## config.mk

```make
export PLATFORM = sky130hd
export DESIGN_NAME = decimal_ascii_formatter_top
export DESIGN_NICKNAME = d
export VERILOG_FILES = /design/src/design/dafmt_pkg.sv /design/src/design/dafmt_datapath.sv /design/src/design/decimal_ascii_formatter_top.sv
export SDC_FILE = /design/constraint.sdc
export NUM_CORES = 1
export LEC_CHECK = 0
export BUFFER_PORTS_ARGS = -buffer_cell sky130_fd_sc_hd__buf_2
export CORE_MARGIN = 3
export CORE_UTILIZATION = 55
export DETAILED_ROUTE_END_ITERATION = 8
export PLACE_DENSITY = 0.77
export SETUP_SLACK_MARGIN = 0.02
export SYNTH_ARGS = -nofsm -noshare
export SYNTH_HDL_FRONTEND = slang
export SYNTH_HIERARCHICAL = 1
export SYNTH_SLANG_ARGS = --single-unit
```

## constraint.sdc

```tcl
create_clock -name clk -period 5.6 [get_ports clk]
set_input_delay 1.12 -clock clk [delete_from_list [all_inputs] [get_ports clk]]
set_output_delay 1.12 -clock clk [all_outputs]
set_load 0.05 [all_outputs]
```

## src/design/dafmt_pkg.sv

```systemverilog
`default_nettype none
package dafmt_pkg;

  // Text geometry
  localparam int WORD_BITS   = 32;
  localparam int WORD_DIGITS = 10;
  localparam int MAX_DIGITS  = 10;
  localparam int MAX_TEXT    = 11;
  localparam int CNT_W       = $clog2(WORD_BITS);
  localparam int IDX_W       = $clog2(WORD_DIGITS);

  localparam logic [7:0] CHAR_ZERO  = 8'h30;
  localparam logic [7:0] CHAR_MINUS = 8'h2D;
  localparam logic [3:0] MAX_CHARS_RESET = 4'(MAX_TEXT);

  // Request payloads
  typedef struct packed {
    logic [31:0] value;
    logic [3:0]  pad_digits;
  } in_item_t;

  typedef struct packed {
    logic [7:0] char_code;
    logic       error;
    logic       last;
  } out_item_t;

  // Microcode
  localparam int PC_W = 3;
  typedef logic [PC_W-1:0] pc_t;

  typedef enum logic [2:0] {
    OP_WAIT,
    OP_DABBLE,
    OP_CHECK,
    OP_SIGN,
    OP_DIGIT,
    OP_NOP,
    OP_ERROR
  } op_t;

  typedef enum logic [2:0] {
    COND_NONE,
    COND_ALWAYS,
    COND_CNT_NZ,
    COND_ERR,
    COND_IDX_NZ
  } cond_t;

  typedef struct packed {
    op_t   op;
    cond_t cond;
    pc_t   target;
  } uword_t;

  localparam pc_t STEP_WAIT   = 3'd0;
  localparam pc_t STEP_DABBLE = 3'd1;
  localparam pc_t STEP_CHECK  = 3'd2;
  localparam pc_t STEP_SIGN   = 3'd3;
  localparam pc_t STEP_DIGIT  = 3'd4;
  localparam pc_t STEP_DONE   = 3'd5;
  localparam pc_t STEP_ERROR  = 3'd6;

  // Program store: take the jump when the condition holds, else fall through
  function automatic uword_t ucode_rom(input pc_t pc);
    uword_t w;
    case (pc)
      STEP_WAIT:   w = '{OP_WAIT,   COND_NONE,   STEP_WAIT};
      STEP_DABBLE: w = '{OP_DABBLE, COND_CNT_NZ, STEP_DABBLE};
      STEP_CHECK:  w = '{OP_CHECK,  COND_ERR,    STEP_ERROR};
      STEP_SIGN:   w = '{OP_SIGN,   COND_NONE,   STEP_WAIT};
      STEP_DIGIT:  w = '{OP_DIGIT,  COND_IDX_NZ, STEP_DIGIT};
      STEP_DONE:   w = '{OP_NOP,    COND_ALWAYS, STEP_WAIT};
      STEP_ERROR:  w = '{OP_ERROR,  COND_ALWAYS, STEP_WAIT};
      default:     w = '{OP_NOP,    COND_ALWAYS, STEP_WAIT};
    endcase
    return w;
  endfunction

  // Datapath strobes from the sequencer
  typedef struct packed {
    logic load;
    logic dabble;
    logic check;
    logic idx_dec;
  } ctl_t;

  // Datapath status back to the sequencer
  typedef struct packed {
    logic       cnt_nz;
    logic       err;
    logic       neg;
    logic       idx_nz;
    logic [3:0] digit;
  } stat_t;

endpackage
`default_nettype wire

```

## src/design/dafmt_datapath.sv

```systemverilog
`default_nettype none
module dafmt_datapath
  import dafmt_pkg::*;
(
  input  wire logic     clk,
  input  wire in_item_t in_data,
  input  wire logic [3:0] max_chars,
  input  wire ctl_t     ctl,
  output stat_t         stat
);

  logic [WORD_BITS-1:0]         bin;
  logic [WORD_DIGITS-1:0][3:0]  bcd;
  logic [CNT_W-1:0]             cnt;
  logic                         neg;
  logic [3:0]                   pad;
  logic [IDX_W-1:0]             idx;

  logic                         load_neg;
  logic [WORD_DIGITS-1:0][3:0]  adj;
  logic [WORD_DIGITS-1:0][3:0]  bcd_next;
  logic [3:0]                   ndig;
  logic [3:0]                   limit;
  logic [3:0]                   total;
  logic [3:0]                   idx_start;
  logic                         err;

  assign load_neg = (in_data.pad_digits == 4'd0) && in_data.value[WORD_BITS-1];

  // Add-3 correction then shift one bit from the binary word into the digits
  always_comb begin
    for (int i = 0; i < WORD_DIGITS; i++) begin
      adj[i] = (bcd[i] >= 4'd5) ? bcd[i] + 4'd3 : bcd[i];
    end
    bcd_next[0] = {adj[0][2:0], bin[WORD_BITS-1]};
    for (int i = 1; i < WORD_DIGITS; i++) begin
      bcd_next[i] = {adj[i][2:0], adj[i-1][3]};
    end
  end

  // Significant digit count, at least one
  always_comb begin
    ndig = 4'd1;
    for (int i = 0; i < WORD_DIGITS; i++) begin
      if (bcd[i] != 4'd0) begin
        ndig = 4'(i + 1);
      end
    end
  end

  // Length and width checks
  always_comb begin
    limit = (max_chars > 4'(MAX_TEXT)) ? 4'(MAX_TEXT) : max_chars;
    if (pad == 4'd0) begin
      total     = ndig + {3'd0, neg};
      idx_start = ndig - 4'd1;
    end else begin
      total     = pad;
      idx_start = pad - 4'd1;
    end
    err = (pad > 4'(MAX_DIGITS)) || ((pad != 4'd0) && (ndig > pad)) ||
          (total > limit) || (total > 4'(MAX_TEXT));
  end

  // Working registers
  always_ff @(posedge clk) begin
    if (ctl.load) begin
      neg <= load_neg;
      bin <= load_neg ? (~in_data.value + 32'd1) : in_data.value;
      bcd <= '0;
      cnt <= CNT_W'(WORD_BITS - 1);
      pad <= in_data.pad_digits;
    end else if (ctl.dabble) begin
      bcd <= bcd_next;
      bin <= {bin[WORD_BITS-2:0], 1'b0};
      cnt <= cnt - CNT_W'(1);
    end
    if (ctl.check) begin
      idx <= idx_start[IDX_W-1:0];
    end else if (ctl.idx_dec) begin
      idx <= idx - IDX_W'(1);
    end
  end

  assign stat.cnt_nz = (cnt != '0);
  assign stat.err    = err;
  assign stat.neg    = neg;
  assign stat.idx_nz = (idx != '0);
  assign stat.digit  = bcd[idx];

endmodule
`default_nettype wire

```

## src/design/decimal_ascii_formatter_top.sv

```systemverilog
`default_nettype none
// Decimal ASCII formatter.
// in channel (in_valid/in_ready/in_data): one 32-bit word and a pad width per
// request. out channel (out_valid/out_ready/out_data): one character per
// request, most significant first, last set on the final one; a refused
// conversion gives one request with error and last set and a zero character.
// cfg channel (cfg_valid/cfg_ready/cfg_data): writes max_chars; always ready,
// write it only while the formatter is idle.
// The sequencer takes a word at its wait step, then runs a shift-add-3 step
// for each of the 32 word bits in the digit register, a check step, a sign
// step that also carries any minus sign, a digit step repeated for each digit
// and a closing step. An error result goes from the check step to the error
// step, which emits it, and then back to the wait step.
// The character register decouples the receiver: a stall on out_ready holds
// the sequencer at its emit step and the pending character stays put; the
// next word can be taken while the final character still waits.
// Reset (synchronous, rst high) returns the sequencer to its wait step, drops
// out_valid and sets max_chars to 11.
module decimal_ascii_formatter_top
  import dafmt_pkg::*;
(
  input  wire logic      clk,
  input  wire logic      rst,
  input  wire logic      in_valid,
  output logic           in_ready,
  input  wire in_item_t  in_data,
  output logic           out_valid,
  input  wire logic      out_ready,
  output out_item_t      out_data,
  input  wire logic      cfg_valid,
  output logic           cfg_ready,
  input  wire logic [3:0] cfg_data
);

  pc_t        pc;
  pc_t        pc_next;
  uword_t     uword;
  logic [3:0] max_chars;
  ctl_t       ctl;
  stat_t      stat;
  logic       slot_free;
  logic       emit;
  out_item_t  emit_data;
  logic       stall;
  logic       take;

  dafmt_datapath u_datapath (
    .clk       (clk),
    .in_data   (in_data),
    .max_chars (max_chars),
    .ctl       (ctl),
    .stat      (stat)
  );

  assign uword     = ucode_rom(pc);
  assign slot_free = !out_valid || out_ready;
  assign cfg_ready = 1'b1;

  // Decode the control word
  always_comb begin
    in_ready  = 1'b0;
    ctl       = '0;
    emit      = 1'b0;
    emit_data = '0;
    stall     = 1'b0;
    case (uword.op)
      OP_WAIT: begin
        in_ready = 1'b1;
        ctl.load = in_valid;
        stall    = !in_valid;
      end
      OP_DABBLE: begin
        ctl.dabble = 1'b1;
      end
      OP_CHECK: begin
        ctl.check = 1'b1;
      end
      OP_SIGN: begin
        if (stat.neg) begin
          stall               = !slot_free;
          emit                = slot_free;
          emit_data.char_code = CHAR_MINUS;
        end
      end
      OP_DIGIT: begin
        stall               = !slot_free;
        emit                = slot_free;
        ctl.idx_dec         = slot_free;
        emit_data.char_code = CHAR_ZERO + {4'd0, stat.digit};
        emit_data.last      = !stat.idx_nz;
      end
      OP_ERROR: begin
        stall           = !slot_free;
        emit            = slot_free;
        emit_data.error = 1'b1;
        emit_data.last  = 1'b1;
      end
      default: begin
      end
    endcase
  end

  // Jump condition
  always_comb begin
    case (uword.cond)
      COND_ALWAYS: take = 1'b1;
      COND_CNT_NZ: take = stat.cnt_nz;
      COND_ERR:    take = stat.err;
      COND_IDX_NZ: take = stat.idx_nz;
      default:     take = 1'b0;
    endcase
  end

  // Step counter
  always_comb begin
    if (stall) begin
      pc_next = pc;
    end else if (take) begin
      pc_next = uword.target;
    end else begin
      pc_next = pc + pc_t'(1);
    end
  end

  always_ff @(posedge clk) begin
    if (rst) begin
      pc <= STEP_WAIT;
    end else begin
      pc <= pc_next;
    end
  end

  // Character register
  always_ff @(posedge clk) begin
    if (rst) begin
      out_valid <= 1'b0;
    end else if (emit) begin
      out_valid <= 1'b1;
    end else if (out_ready) begin
      out_valid <= 1'b0;
    end
    if (emit) begin
      out_data <= emit_data;
    end
  end

  // Length limit register
  always_ff @(posedge clk) begin
    if (rst) begin
      max_chars <= MAX_CHARS_RESET;
    end else if (cfg_valid) begin
      max_chars <= cfg_data;
    end
  end

endmodule
`default_nettype wire

```

# --- After elaboration in Yosys (flattened, before gate mapping) ---
# Cells that the tools add are included.
op_classes:
  add_sub_neg: 18
  order_cmp: 16
  n_eq_ne: 14
  mux: 47
  bitwise_logic: 1
  n_reduce_logical: 30
op_table:
  columns: ["operator", "count"]
  rows:
  - ["$mux W32", 3]
  - ["$mux W4", 18]
  - ["$pmux W9 S6", 1]
  - ["$reduce_bool A4 Y1", 11]
  - ["$ge A4 B3 Y1 const B", 10]
  - ["$add A4 B2 Y4 const B", 9]
  - ["$add A32 B1 Y32 const B", 1]
  - ["$not A32 Y32", 1]
  - ["$eq A3 B2 Y1 const B", 6]
  - ["$mux W3", 6]
  - ["$bmux W4 S4", 1]
  - ["$pmux W8 S2", 1]
  - ["$eq A3 B3 Y1 const B", 5]
  - ["$gt A4 B4 Y1 const B", 3]
  - ["$sub A4 B1 Y4 const B", 3]
  - ["$mux W1", 10]
  - ["$eq A3 B1 Y1 const B", 3]
  - ["$gt A4 B4 Y1", 2]
  - ["$logic_not A4 Y1", 2]
  - ["$add A6 B4 Y7 const A", 1]
  - ["$logic_not A3 Y1", 2]
  - ["$mux W6", 1]
  - ["$reduce_bool A2 Y1", 3]
  - ["$lt A4 B5 Y1 const B", 1]
  - ["other kinds (13)", 22]
word_totals:
  register_bits: 104
  inputBits: 45
  wordCells: 147

# --- Longest topological paths before layout ---
# Gate-level depths: netlist (run 1).
depth:
  ltp_word: 17
  ltp_mapped: 21
  mapped_depth_nobuf: 20

# --- Hierarchy ---
# The synthesis (run 1) kept the hierarchy.
modules_own_cells:
  columns: ["mod", "n_inst", "cells_per_inst", "area_per_inst_um2", "seq_area_each_um2"]
  rows:
  - ["dafmt_datapath", 1, 648, 5811.8, 2132.0]
  - ["decimal_ascii_formatter_top", 1, 105, 1032.2, 400.4]

# --- Worst setup path after synthesis (run 1) ---
# No wires, ideal clock.
synth_path:
  path_type: "reg-to-reg"
  startpoint: "reg pc[0]"
  endpoint: "reg u_datapath.bin[0] (enable)"
  setup_ns: 0.375
  arrival_time_ns: 4.039
  required_time_ns: 5.225
  slack_ns: 1.187
  stages_incl_launch_ff: 11
  synth_period_minus_slack_ns: 4.413
  path_cell_list: "dfxtp_1 > inv_1 > ha_1 > buf_6 > or4b_4 > and2_1 > nor3_1 > and2_1 > clkbuf_1 > clkbuf_1 > or2_2"
synth_lines:
  columns: ["item", "line", "source"]
  rows:
  - ["from (decl)", "decimal_ascii_formatter_top.sv:35", "pc_t pc;"]
  - ["from (signal assigned)", "decimal_ascii_formatter_top.sv:129", "pc <= pc_next;"]
  - ["to (signal assigned)", "dafmt_datapath.sv:69", "bin <= load_neg ? (~in_data.value + 32'd1) : in_data.value;"]
  - ["to (signal assigned)", "dafmt_datapath.sv:75", "bin <= {bin[WORD_BITS-2:0], 1'b0};"]
  - ["to (decl)", "dafmt_datapath.sv:12", "logic [WORD_BITS-1:0] bin;"]

==> metrics.md, run 1 <==
| Metric | Value |
|---|---|
| Status | finished, final reports clean |
| ANT nets after route | 0 |
| Total GRT Usage | 0.205 |
| Post-CTS Setup Inserts | 0 |
| Final-report setup violation count | 0 |
| Crit share post-route | 0.867 |
| Clk buf depth | 2 |
| Ys flop type | dfxtp_1 |
| CP max FO | 5 |
| Crit-path most repeated cell | ha_1 |
| Min Tclk post-route | 4.86 ns |
| Vias in the first global route | 5129 |
| Reg2Reg Depth | 19 |
| # fillers | 1037 |
| Crit path launch | u_datapath/bcd[32] |
| PwrDens | 404 mW/mm^2 |
| Dpl hpwl | 10200 um |
| Die Area | 0.0138 mm^2 |
| Post-Syn Area | 0.00684 mm^2 |
| Global-route wire length before repair | 23900 um |
| Post-Synthesis Cells | 753 |
| H-tree level count | 3 |
| Core Rows | 40 |
| Async S/R FF share, synth | 0 |
| WP data required | 5.82 ns |
| Mapped Avg Cell Area | 9.09 um^2 |
| DIE WIDTH | 118 um |
| Measured slew at the worst slew-check pin | 0.811 ns |
| Crit path arrival time | 5.08 ns |
| Starting Density | 0.565 |
| Max_slew headroom | 0.458 |
| Leakage power | 2.92 nW |
| Drt total wl | 14200 um |
| Clock Sinks | 102 |
| Residual DRC | 0 |
| Total gr overflow | 0 |
| I/O pins | 58 |
| Routability-driven placement congestion ratio | 0.960 |
| WL/cell | 14.9 um |
| CTS tree | yes |
| Port Buffers | 54 |
| Clock-pin transition on the worst setup and hold timing paths | 0.07 ns |
| Crit start category | register |
| VDD IR-drop max | 0.238 mV |
| Total chip power | 0.00303 W |
| Worst stage delay on the critical path | 0.48 ns |
| CTS-repair resized insts | 0 |
| Launching point of the worst reg2reg path | u_datapath/bcd[32] |
| Post-synth EDFFs | 49 |
| Synth warn | 6 |
| RSZ-0062 raised after global routing | false |
| CTS root buf | clkbuf_16 |
| CP top delay family | compound AO/OA/AOI/OAI gates |
| N_diodes | 0 |
| Core ar. | 0.0121 mm^2 |
| 1st-iter DRT viols | 415 |
| Total buffers and inverters traversed by the critical path | 2 |
| Fin nets | 867 |
| Num CTS Buffers | 9 |
| Worst-Skew Late Latency | 0.35 ns |
| Synth unique cells | 75 |
| Hold Path Class | reg2reg |
| Hold Violations, Final | 0 |
| Largest net degree at the start of global routing | 82 |
| Max Clk Rate | 0.206 GHz |
| Fin. max-slew vios | 0 |
| Share of post-route cells with drive strength above 1 | 0.137 |
| Vias per cell | 5.76 |
| Max_cap viols | 0 |
| Initial antenna violation count | 0 |
| Crit path cell chain | inv_1, ha_1, nor3b_1, o211ai_1, o21ai_0, inv_1, ha_1, ha_1, xor2_1, o41ai_1, ha_1, o21a_1, o21a_1, o21ai_0, o311ai_0, a2111oi_0, or3b_1, a22oi_1, a211oi_2 |
| Hold Startpoint | u_datapath/bin[31] |
| Final Util | 0.620 |
| DRT Pass-1 Iters | 5 |
| Area grow syn2layout | 9.71% |
| CP Capture Type | register |
| Via count | 5506 |
| Stages on worst setup path | 19 |
| Hold_buf cts | 0 |
| Setup CP Type | reg2reg |
| Worst Skew | 0.00551 ns |
| Register area share after synthesis | 0.370 |
| Die height | 118 um |
| Hold_ws | 0.501 ns |
| Number of synthesized register bits | 102 |
| Setup TNS | 0 ns |
| Slowest cell on the critical path | nor3b_1 |
| Hold Crit Depth | 2 |
placed cells by master (no fill, tap or decap), drive strengths merged, types with 3 or more instances in the layout:
master	count
o31ai	6
mux4	8
nand3b	4
clkbuf	12
nor2	79
or4	7
buf	56
o21ai	34
xnor2	44
inv	47
a211o	5
mux2i	24
a31oi	12
ha	39
o211a	3
or3b	4
nand2	37
edfxtp	49
a211oi	4
a21o	14
a21oi	71
nor3	13
nand2b	35
a41oi	4
dfxtp	53
xor2	10
nand3	20
nor2b	8
and2	6
or4b	3
nor4	4
o311ai	3
conb	3
o211ai	12
or2	8
nand4	4
o41ai	3
nor3b	9
sequential cells by signal, indices dropped and copies added, names as in the netlist:
register	count
max_chars	4
out_data	8
out_valid	1
pc	3
u_datapath/bcd	40
u_datapath/bin	32
u_datapath/cnt	5
u_datapath/idx	4
u_datapath/neg	1
u_datapath/pad	4
cell families (layout without fill, tap and decap cells):
| logic type | Yosys count | in the layout | synth area share |
|---|---|---|---|
| multiplexers | 32 | 32 | 0.0614 |
| AND/OR/NAND/NOR | 252 | 252 | 0.198 |
| flip-flops | 102 | 102 | 0.370 |
| adder cells (fa/ha/maj) | 39 | 39 | 0.0713 |
| XOR/XNOR | 54 | 54 | 0.0691 |
| other | 2 | 3 | 0.00110 |
| buffers and inverters | 85 | 119 | 0.0510 |
| AO/OA/AOI/OAI | 187 | 187 | 0.178 |
cells in the mapped netlist, drive strengths merged (9+ instances only):
| cell | instances | area [um^2] |
|---|---|---|
| nand3 | 20 | 100 |
| nor2 | 79 | 299 |
| xor2 | 10 | 87.6 |
| ha | 39 | 488 |
| a21o | 14 | 105 |
| clkbuf | 27 | 101 |
| edfxtp | 49 | 1470 |
| o21ai | 34 | 170 |
| nor3 | 13 | 76.3 |
| mux2i | 24 | 240 |
| a21oi | 71 | 355 |
| buf | 11 | 71.3 |
| dfxtp | 53 | 1060 |
| nand2b | 35 | 219 |
| a31oi | 12 | 75.1 |
| inv | 46 | 173 |
| nand2 | 37 | 139 |
| xnor2 | 44 | 385 |
| nor3b | 9 | 67.6 |
| o211ai | 12 | 90.1 |
tightest hold or removal path, delay by kind of cell (launching register included):
family,cells,cell delay [ns]
AND/OR/NAND/NOR,1,0.08
flip-flops,1,0.32
multiplexers,1,0.06
through the flow:
| step | setup slack, ns | std cells | instance area, um^2 |
|---|---|---|---|
| finish | 0.745 | 956 | 7510 |
| global route | 0.308 | 956 | 7510 |
| CTS | 0.735 | 956 | 7510 |
| detailed placement | 0.760 | 940 | 7180 |
| global placement | 0.989 | 940 | 7180 |
| floorplan | 1.19 | 754 | 6850 |
final cells by class:
class / instances / area [um^2] / share of cell area
clock inverter: 4 / 50.0 / 0.00667
timing repair buffer: 56 / 285 / 0.0380
inverter: 47 / 176 / 0.0235
tap: 168 / 210 / 0.0280
multi-input combinational: 567 / 3980 / 0.530
sequential: 102 / 2530 / 0.337
clock buffer: 12 / 278 / 0.0370
metal layers:
metal | track usage | wire length, um
met5 | 0 | 0
met4 | 0.0777 | 225
met3 | 0.0360 | 580
met2 | 0.346 | 6910
met1 | 0.263 | 6490
power by group:
group	leakage (nW)	internal, W	switching, W
registers	0.889	0.00109	0.000162
logic	1.87	0.000410	0.000697
clock network	0.158	0.000398	0.000280
total	2.92	0.00189	0.00114
path summary, 6_finish.rpt:
path	slack, ns	endpoint
setup reg to reg	0.74	pc[1]
hold reg to reg	0.50	u_datapath/bcd[0]
setup / recovery	0.74	pc[1]
hold / removal	0.50	u_datapath/bcd[0]
(Power assumes the default switching activity.)
==> run 2: changes to the inputs <==
--- a/config.mk
+++ b/config.mk
@@ -6,6 +6,7 @@
 export NUM_CORES = 1
 export LEC_CHECK = 0
 export BUFFER_PORTS_ARGS = -buffer_cell sky130_fd_sc_hd__buf_2
+export CORE_ASPECT_RATIO = 0.9
 export CORE_MARGIN = 3
 export CORE_UTILIZATION = 55
 export DETAILED_ROUTE_END_ITERATION = 8
==> run 2 against run 1 <==
Against the previous run:
- register-to-register slack got worse by 0.08 ns
- routed wire length grew 3.4%
- worst setup slack worse by 0.080 ns
- die area about the same
- clock-buffer cell count did not move
- highest routed layer unchanged
==> metrics.md, run 2 (synthesis gave the netlist of run 1 again) <==
| Metric | Value |
|---|---|
| Core Rows | 38 |
| Dpl hpwl | 10300 um |
| Max_cap viols | 0 |
| Clock-pin transition on the worst setup and hold timing paths | 0.07 ns |
| Largest net degree at the start of global routing | 75 |
| RSZ-0062 raised after global routing | false |
| Via count | 5571 |
| Starting Density | 0.564 |
| Max reg flops | 40 |
| Total chip power | 0.00298 W |
| Port Buffers | 54 |
| Clk buf depth | 2 |
| Core ar. | 0.0121 mm^2 |
| WP data required | 5.82 ns |
| Die height | 112 um |
| H-tree level count | 3 |
| Worst-Skew Late Latency | 0.35 ns |
| Multi-input gate area | 0.00398 mm^2 |
| Final-report setup violation count | 0 |
| I/O pins | 58 |
| Max_slew headroom | 0.419 |
| Commonest non-fill, non-tap cells in the layout | nor2_1 (77), a21oi_1 (71), buf_2 (54) |
| Leakage power | 2.90 nW |
| CTS-repair resized insts | 0 |
| Initial antenna violation count | 0 |
| Routability-driven placement congestion ratio | 0.890 |
| Share of post-route cells with drive strength above 1 | 0.135 |
| Min Tclk post-route | 4.93 ns |
| Pre-CTS setup slack | 0.809 ns |
| CTS root buf | clkbuf_16 |
| Most common cell after layout, fill and taps aside | nor2_1 |
| Measured slew at the worst slew-check pin | 0.865 ns |
| Biggest register | u_datapath/bcd |
| Clock Sinks | 102 |
| Total gr overflow | 0 |
| VDD IR-drop max | 0.230 mV |
| Setup CP Type | reg2reg |
| CP max FO | 5 |
| Post-CTS Setup Inserts | 0 |
| Area grow syn2layout | 8.92% |
| Fin nets | 867 |
| Vias in the first global route | 5338 |
| Largest regs | u_datapath/bcd (40), u_datapath/bin (32), out_data (8) |
| Crit share post-route | 0.881 |
| Max Clk Rate | 0.203 GHz |
| Vias per cell | 5.88 |
| Residual DRC | 0 |
| CTS tree | yes |
| Reg area | 0.00253 mm^2 |
| WL/cell | 15.5 um |
| ANT nets after route | 0 |
| Hold_buf cts | 0 |
| # fillers | 1032 |
| Total GRT Usage | 0.220 |
| N_diodes | 0 |
| Final WS setup | 0.665 ns |
| Worst Skew | 0.00500 ns |
| Hold Violations, Final | 0 |
| CP Capture Type | register |
| Crit path arrival time | 5.15 ns |
| PwrDens | 399 mW/mm^2 |
| Hold Path Class | reg2reg |
| Die Area | 0.0138 mm^2 |
| Num CTS Buffers | 9 |
| DIE WIDTH | 124 um |
| 1st-iter DRT viols | 464 |
| Drt total wl | 14700 um |
| Fin. max-slew vios | 0 |
| Status | finished, final reports clean |
| Crit start category | register |
| DRT Pass-1 Iters | 5 |
| Global-route wire length before repair | 25000 um |
| Setup TNS | 0 ns |
==> run 2: report_power, final <==
part | internal (W) | switching, W | total, W
Clock | 0.000346 | 0.000268 | 0.000613
Combinational | 0.000412 | 0.000702 | 0.00111
Sequential | 0.00108 | 0.000163 | 0.00125
Total | 0.00184 | 0.00113 | 0.00298
==> run 2: final cells by class <==
| class | count | area share |
|---|---|---|
| Clock buffer | 12 | 0.0317 |
| Tap cell | 160 | 0.0269 |
| Clock inverter | 4 | 0.00638 |
| Multi-Input combinational cell | 567 | 0.533 |
| Sequential cell | 102 | 0.340 |
| Inverter | 47 | 0.0237 |
| Timing Repair Buffer | 56 | 0.0383 |
==> run 2: path summary, 6_finish.rpt <==
kind / start / end / slack (ns) / depth (start not counted)
min: u_datapath/bcd[39] / u_datapath/bcd[39] / 0.50 / 2
max: u_datapath/bcd[32] / pc[1] / 0.67 / 19
max reg2reg: u_datapath/bcd[32] / pc[1] / 0.67 / 19
min reg2reg: u_datapath/bcd[39] / u_datapath/bcd[39] / 0.50 / 2
==> run 2: worst max-delay path, stage by stage (launching register included) <==
cell	delay [ns]
dfxtp_1	0.35
inv_1	0.12
ha_1	0.25
nor3b_1	0.53
o211ai_1	0.20
o21ai_0	0.32
inv_1	0.08
ha_1	0.22
ha_1	0.23
xor2_1	0.17
o41ai_1	0.28
ha_1	0.31
o21a_1	0.11
o21a_1	0.16
o21ai_0	0.14
o311ai_0	0.21
a2111oi_0	0.44
or3b_1	0.38
a22oi_1	0.22
a211oi_2	0.10
==> run 2: routing by layer <==
layer  vias up  track usage  part of all wire
met1      2611        0.299              0.44
met4         0       0.0627             0.014
met2       181        0.352              0.48
met3        23       0.0513             0.059
met5         -            0                 0
li1       2756            -                 -
==> run 2: per-stage QoR <==
step / util / area [um^2] / instances / hold slack, ns
finish: 0.615 / 7450 / 948 / 0.504
global route: 0.615 / 7450 / 948 / 0.532
CTS: 0.615 / 7450 / 948 / 0.511
detailed placement: 0.591 / 7170 / 932 / 0.483
global placement: 0.591 / 7170 / 932 / 0.478
floorplan: - / 6850 / 754 / 0.457
==> run 3: changes to the inputs <==
--- a/config.mk
+++ b/config.mk
@@ -5,8 +5,7 @@
 export SDC_FILE = /design/constraint.sdc
 export NUM_CORES = 1
 export LEC_CHECK = 0
-export BUFFER_PORTS_ARGS = -buffer_cell sky130_fd_sc_hd__buf_2
-export CORE_ASPECT_RATIO = 0.9
+export BUFFER_PORTS_ARGS = -buffer_cell sky130_fd_sc_hd__buf_4
 export CORE_MARGIN = 3
 export CORE_UTILIZATION = 55
 export DETAILED_ROUTE_END_ITERATION = 8
==> run 3 against run 2 <==
Against the previous run:
- worst hold slack lost 0.018 ns
- largest cell class unchanged
- cell area increased by 2.1%
- first-iteration DRC count down 4.5%
- critical path depth unchanged
- highest routed layer unchanged
- combinational power about the same
- power is 0.53% higher
- global-route usage decreased by 1.0 points
- flip-flop and latch count did not move
- worst setup slack improved by 0.14 ns
- die area hardly changed
- non-clock buffer count did not move
==> metrics.md, run 3 (synthesis gave the netlist of run 1 again) <==
| Metric | Value |
|---|---|
| Setup CP Type | reg2reg |
| Starting Density | 0.565 |
| Final-report setup violation count | 0 |
| Area grow syn2layout | 11.2% |
| Status | finished, final reports clean |
| Met2 wire length | 7190 um |
| Final WS setup | 0.804 ns |
| Vias in the first global route | 5219 |
| Drt total wl | 14500 um |
| Met1 wire length | 6290 um |
| Total gr overflow | 0 |
| Max Clk Rate | 0.208 GHz |
| Crit share post-route | 0.856 |
| Biggest register | u_datapath/bcd |
| I/O pins | 58 |
| Most common cell after layout, fill and taps aside | nor2_1 |
| Fin. max-slew vios | 0 |
| Finished Layout Cells | 956 |
| Max_cap viols | 0 |
| Largest net degree at the start of global routing | 81 |
| Global-route wire length before repair | 24300 um |
| Final Util | 0.628 |
| Hold_buf cts | 0 |
| Clock-pin transition on the worst setup and hold timing paths | 0.07 ns |
| Leakage power | 2.95 nW |
| Largest regs | u_datapath/bcd (40), u_datapath/bin (32), out_data (8) |
| Setup TNS | 0 ns |
| H-tree level count | 3 |
| Commonest non-fill, non-tap cells in the layout | nor2_1 (77), a21oi_1 (71), buf_4 (56) |
| Total GRT Usage | 0.210 |
| Crit path launch | u_datapath/bcd[32] |
| Crit path arrival time | 5.01 ns |
| Worst Skew | 0.00800 ns |
| VDD IR-drop max | 0.247 mV |
| Fin nets | 867 |
| DIE WIDTH | 118 um |
| PwrDens | 393 mW/mm^2 |
| Pre-CTS setup slack | 0.845 ns |
| Placed Cells | 940 |
| Residual DRC | 0 |
| WP data required | 5.82 ns |
| Die Area | 0.0138 mm^2 |
| Post-CTS Setup Inserts | 0 |
| Reg2Reg Capture Point | pc[1] |
| CTS root buf | clkbuf_16 |
| Flop2flop setup slack | 0.80 ns |
| N_diodes | 0 |
| Crit path to | pc[1] |
| ANT nets after route | 0 |
| WL/cell | 15.2 um |
| Core Rows | 40 |
| Num CTS Buffers | 9 |
| Clk buf depth | 2 |
| Die height | 118 um |
| Routability-driven placement congestion ratio | 0.933 |
| Hold Path Class | reg2reg |
| Max_slew headroom | 0.466 |
| Dpl hpwl | 10400 um |
| Initial antenna violation count | 0 |
| Measured slew at the worst slew-check pin | 0.799 ns |
| Port Buffers | 54 |
| CP Capture Type | register |
| Worst-Skew Late Latency | 0.35 ns |
| CTS-repair resized insts | 0 |
| CTS tree | yes |
| Max reg flops | 40 |
| Crit start category | register |
| DRT Pass-1 Iters | 5 |
| Min Tclk post-route | 4.80 ns |
| Max Used Layer | met4 |
| Hold Violations, Final | 0 |
| Share of post-route cells with drive strength above 1 | 0.133 |
| Core ar. | 0.0121 mm^2 |
| 1st-iter DRT viols | 443 |
| Launching point of the worst reg2reg path | u_datapath/bcd[32] |
| Hold_ws | 0.487 ns |
| Vias per cell | 5.90 |
| Met3 wire length | 726 um |
| CP max FO | 5 |
| Reg2Reg Depth | 19 |
| RSZ-0062 raised after global routing | false |
| Via count | 5638 |
| Clock Sinks | 102 |
[run 3: cell count changes in the layout (fill, tap and decap cells not counted), moves of 2 or more]
cell,before,now
buf_4,2,56
clkinv_2,2,0
clkbuf_8,0,2
buf_2,54,0
[run 3: how the worst min path moves through the flow]
stage | from | endpoint | slack [ns] | cells after the start
floorplan | u_datapath/bin[31] | u_datapath/bcd[0] | 0.46 | 2
global placement | u_datapath/bin[31] | u_datapath/bcd[0] | 0.48 | 2
detailed placement | u_datapath/bin[31] | u_datapath/bcd[0] | 0.48 | 2
CTS | u_datapath/bin[31] | u_datapath/bcd[0] | 0.49 | 2
global route | u_datapath/bin[31] | u_datapath/bcd[0] | 0.54 | 2
finish | u_datapath/bin[31] | u_datapath/bcd[0] | 0.49 | 2
[run 3: metrics by stage]
step / area [um^2] / total power, W
floorplan: 6850 / 0.00212
global placement: 7320 / 0.00234
detailed placement: 7320 / 0.00239
CTS: 7610 / 0.00301
global route: 7610 / 0.00319
finish: 7610 / 0.00299
[run 3: metal layers]
metal	track usage	up-vias
met1	0.265	2698
met4	0.0886	0
met2	0.355	157
met5	0	-
met3	0.0413	28
li1	-	2755
[run 3: layout make-up]
cell class / count / area [um^2]
Timing Repair Buffer: 56 / 420
Multi-Input combinational cell: 567 / 3980
Fill cell: 1025 / 4500
Clock buffer: 16 / 293
Sequential cell: 102 / 2530
Tap cell: 168 / 210
Inverter: 47 / 176
[run 3: where the power goes]
| part | switching [W] | leakage (nW) | total (W) | internal [W] |
|---|---|---|---|---|
| combinational | 0.000697 | 1.92 | 0.00113 | 0.000434 |
| sequential | 0.000160 | 0.889 | 0.00125 | 0.00109 |
| clock | 0.000261 | 0.142 | 0.000615 | 0.000354 |
[run 3: worst max-delay path, stage by stage, from the launching register on]
cell and delay [ns]:
dfxtp_1 0.34, inv_1 0.10, ha_1 0.23, nor3b_1 0.50, o211ai_1 0.21, o21ai_0 0.31
inv_1 0.10, ha_1 0.23, ha_1 0.23, xor2_1 0.17, o41ai_1 0.26, ha_1 0.30
o21a_1 0.12, o21a_1 0.16, o21ai_0 0.12, o311ai_0 0.20, a2111oi_0 0.40, or3b_1 0.39
a22oi_1 0.20, a211oi_2 0.09
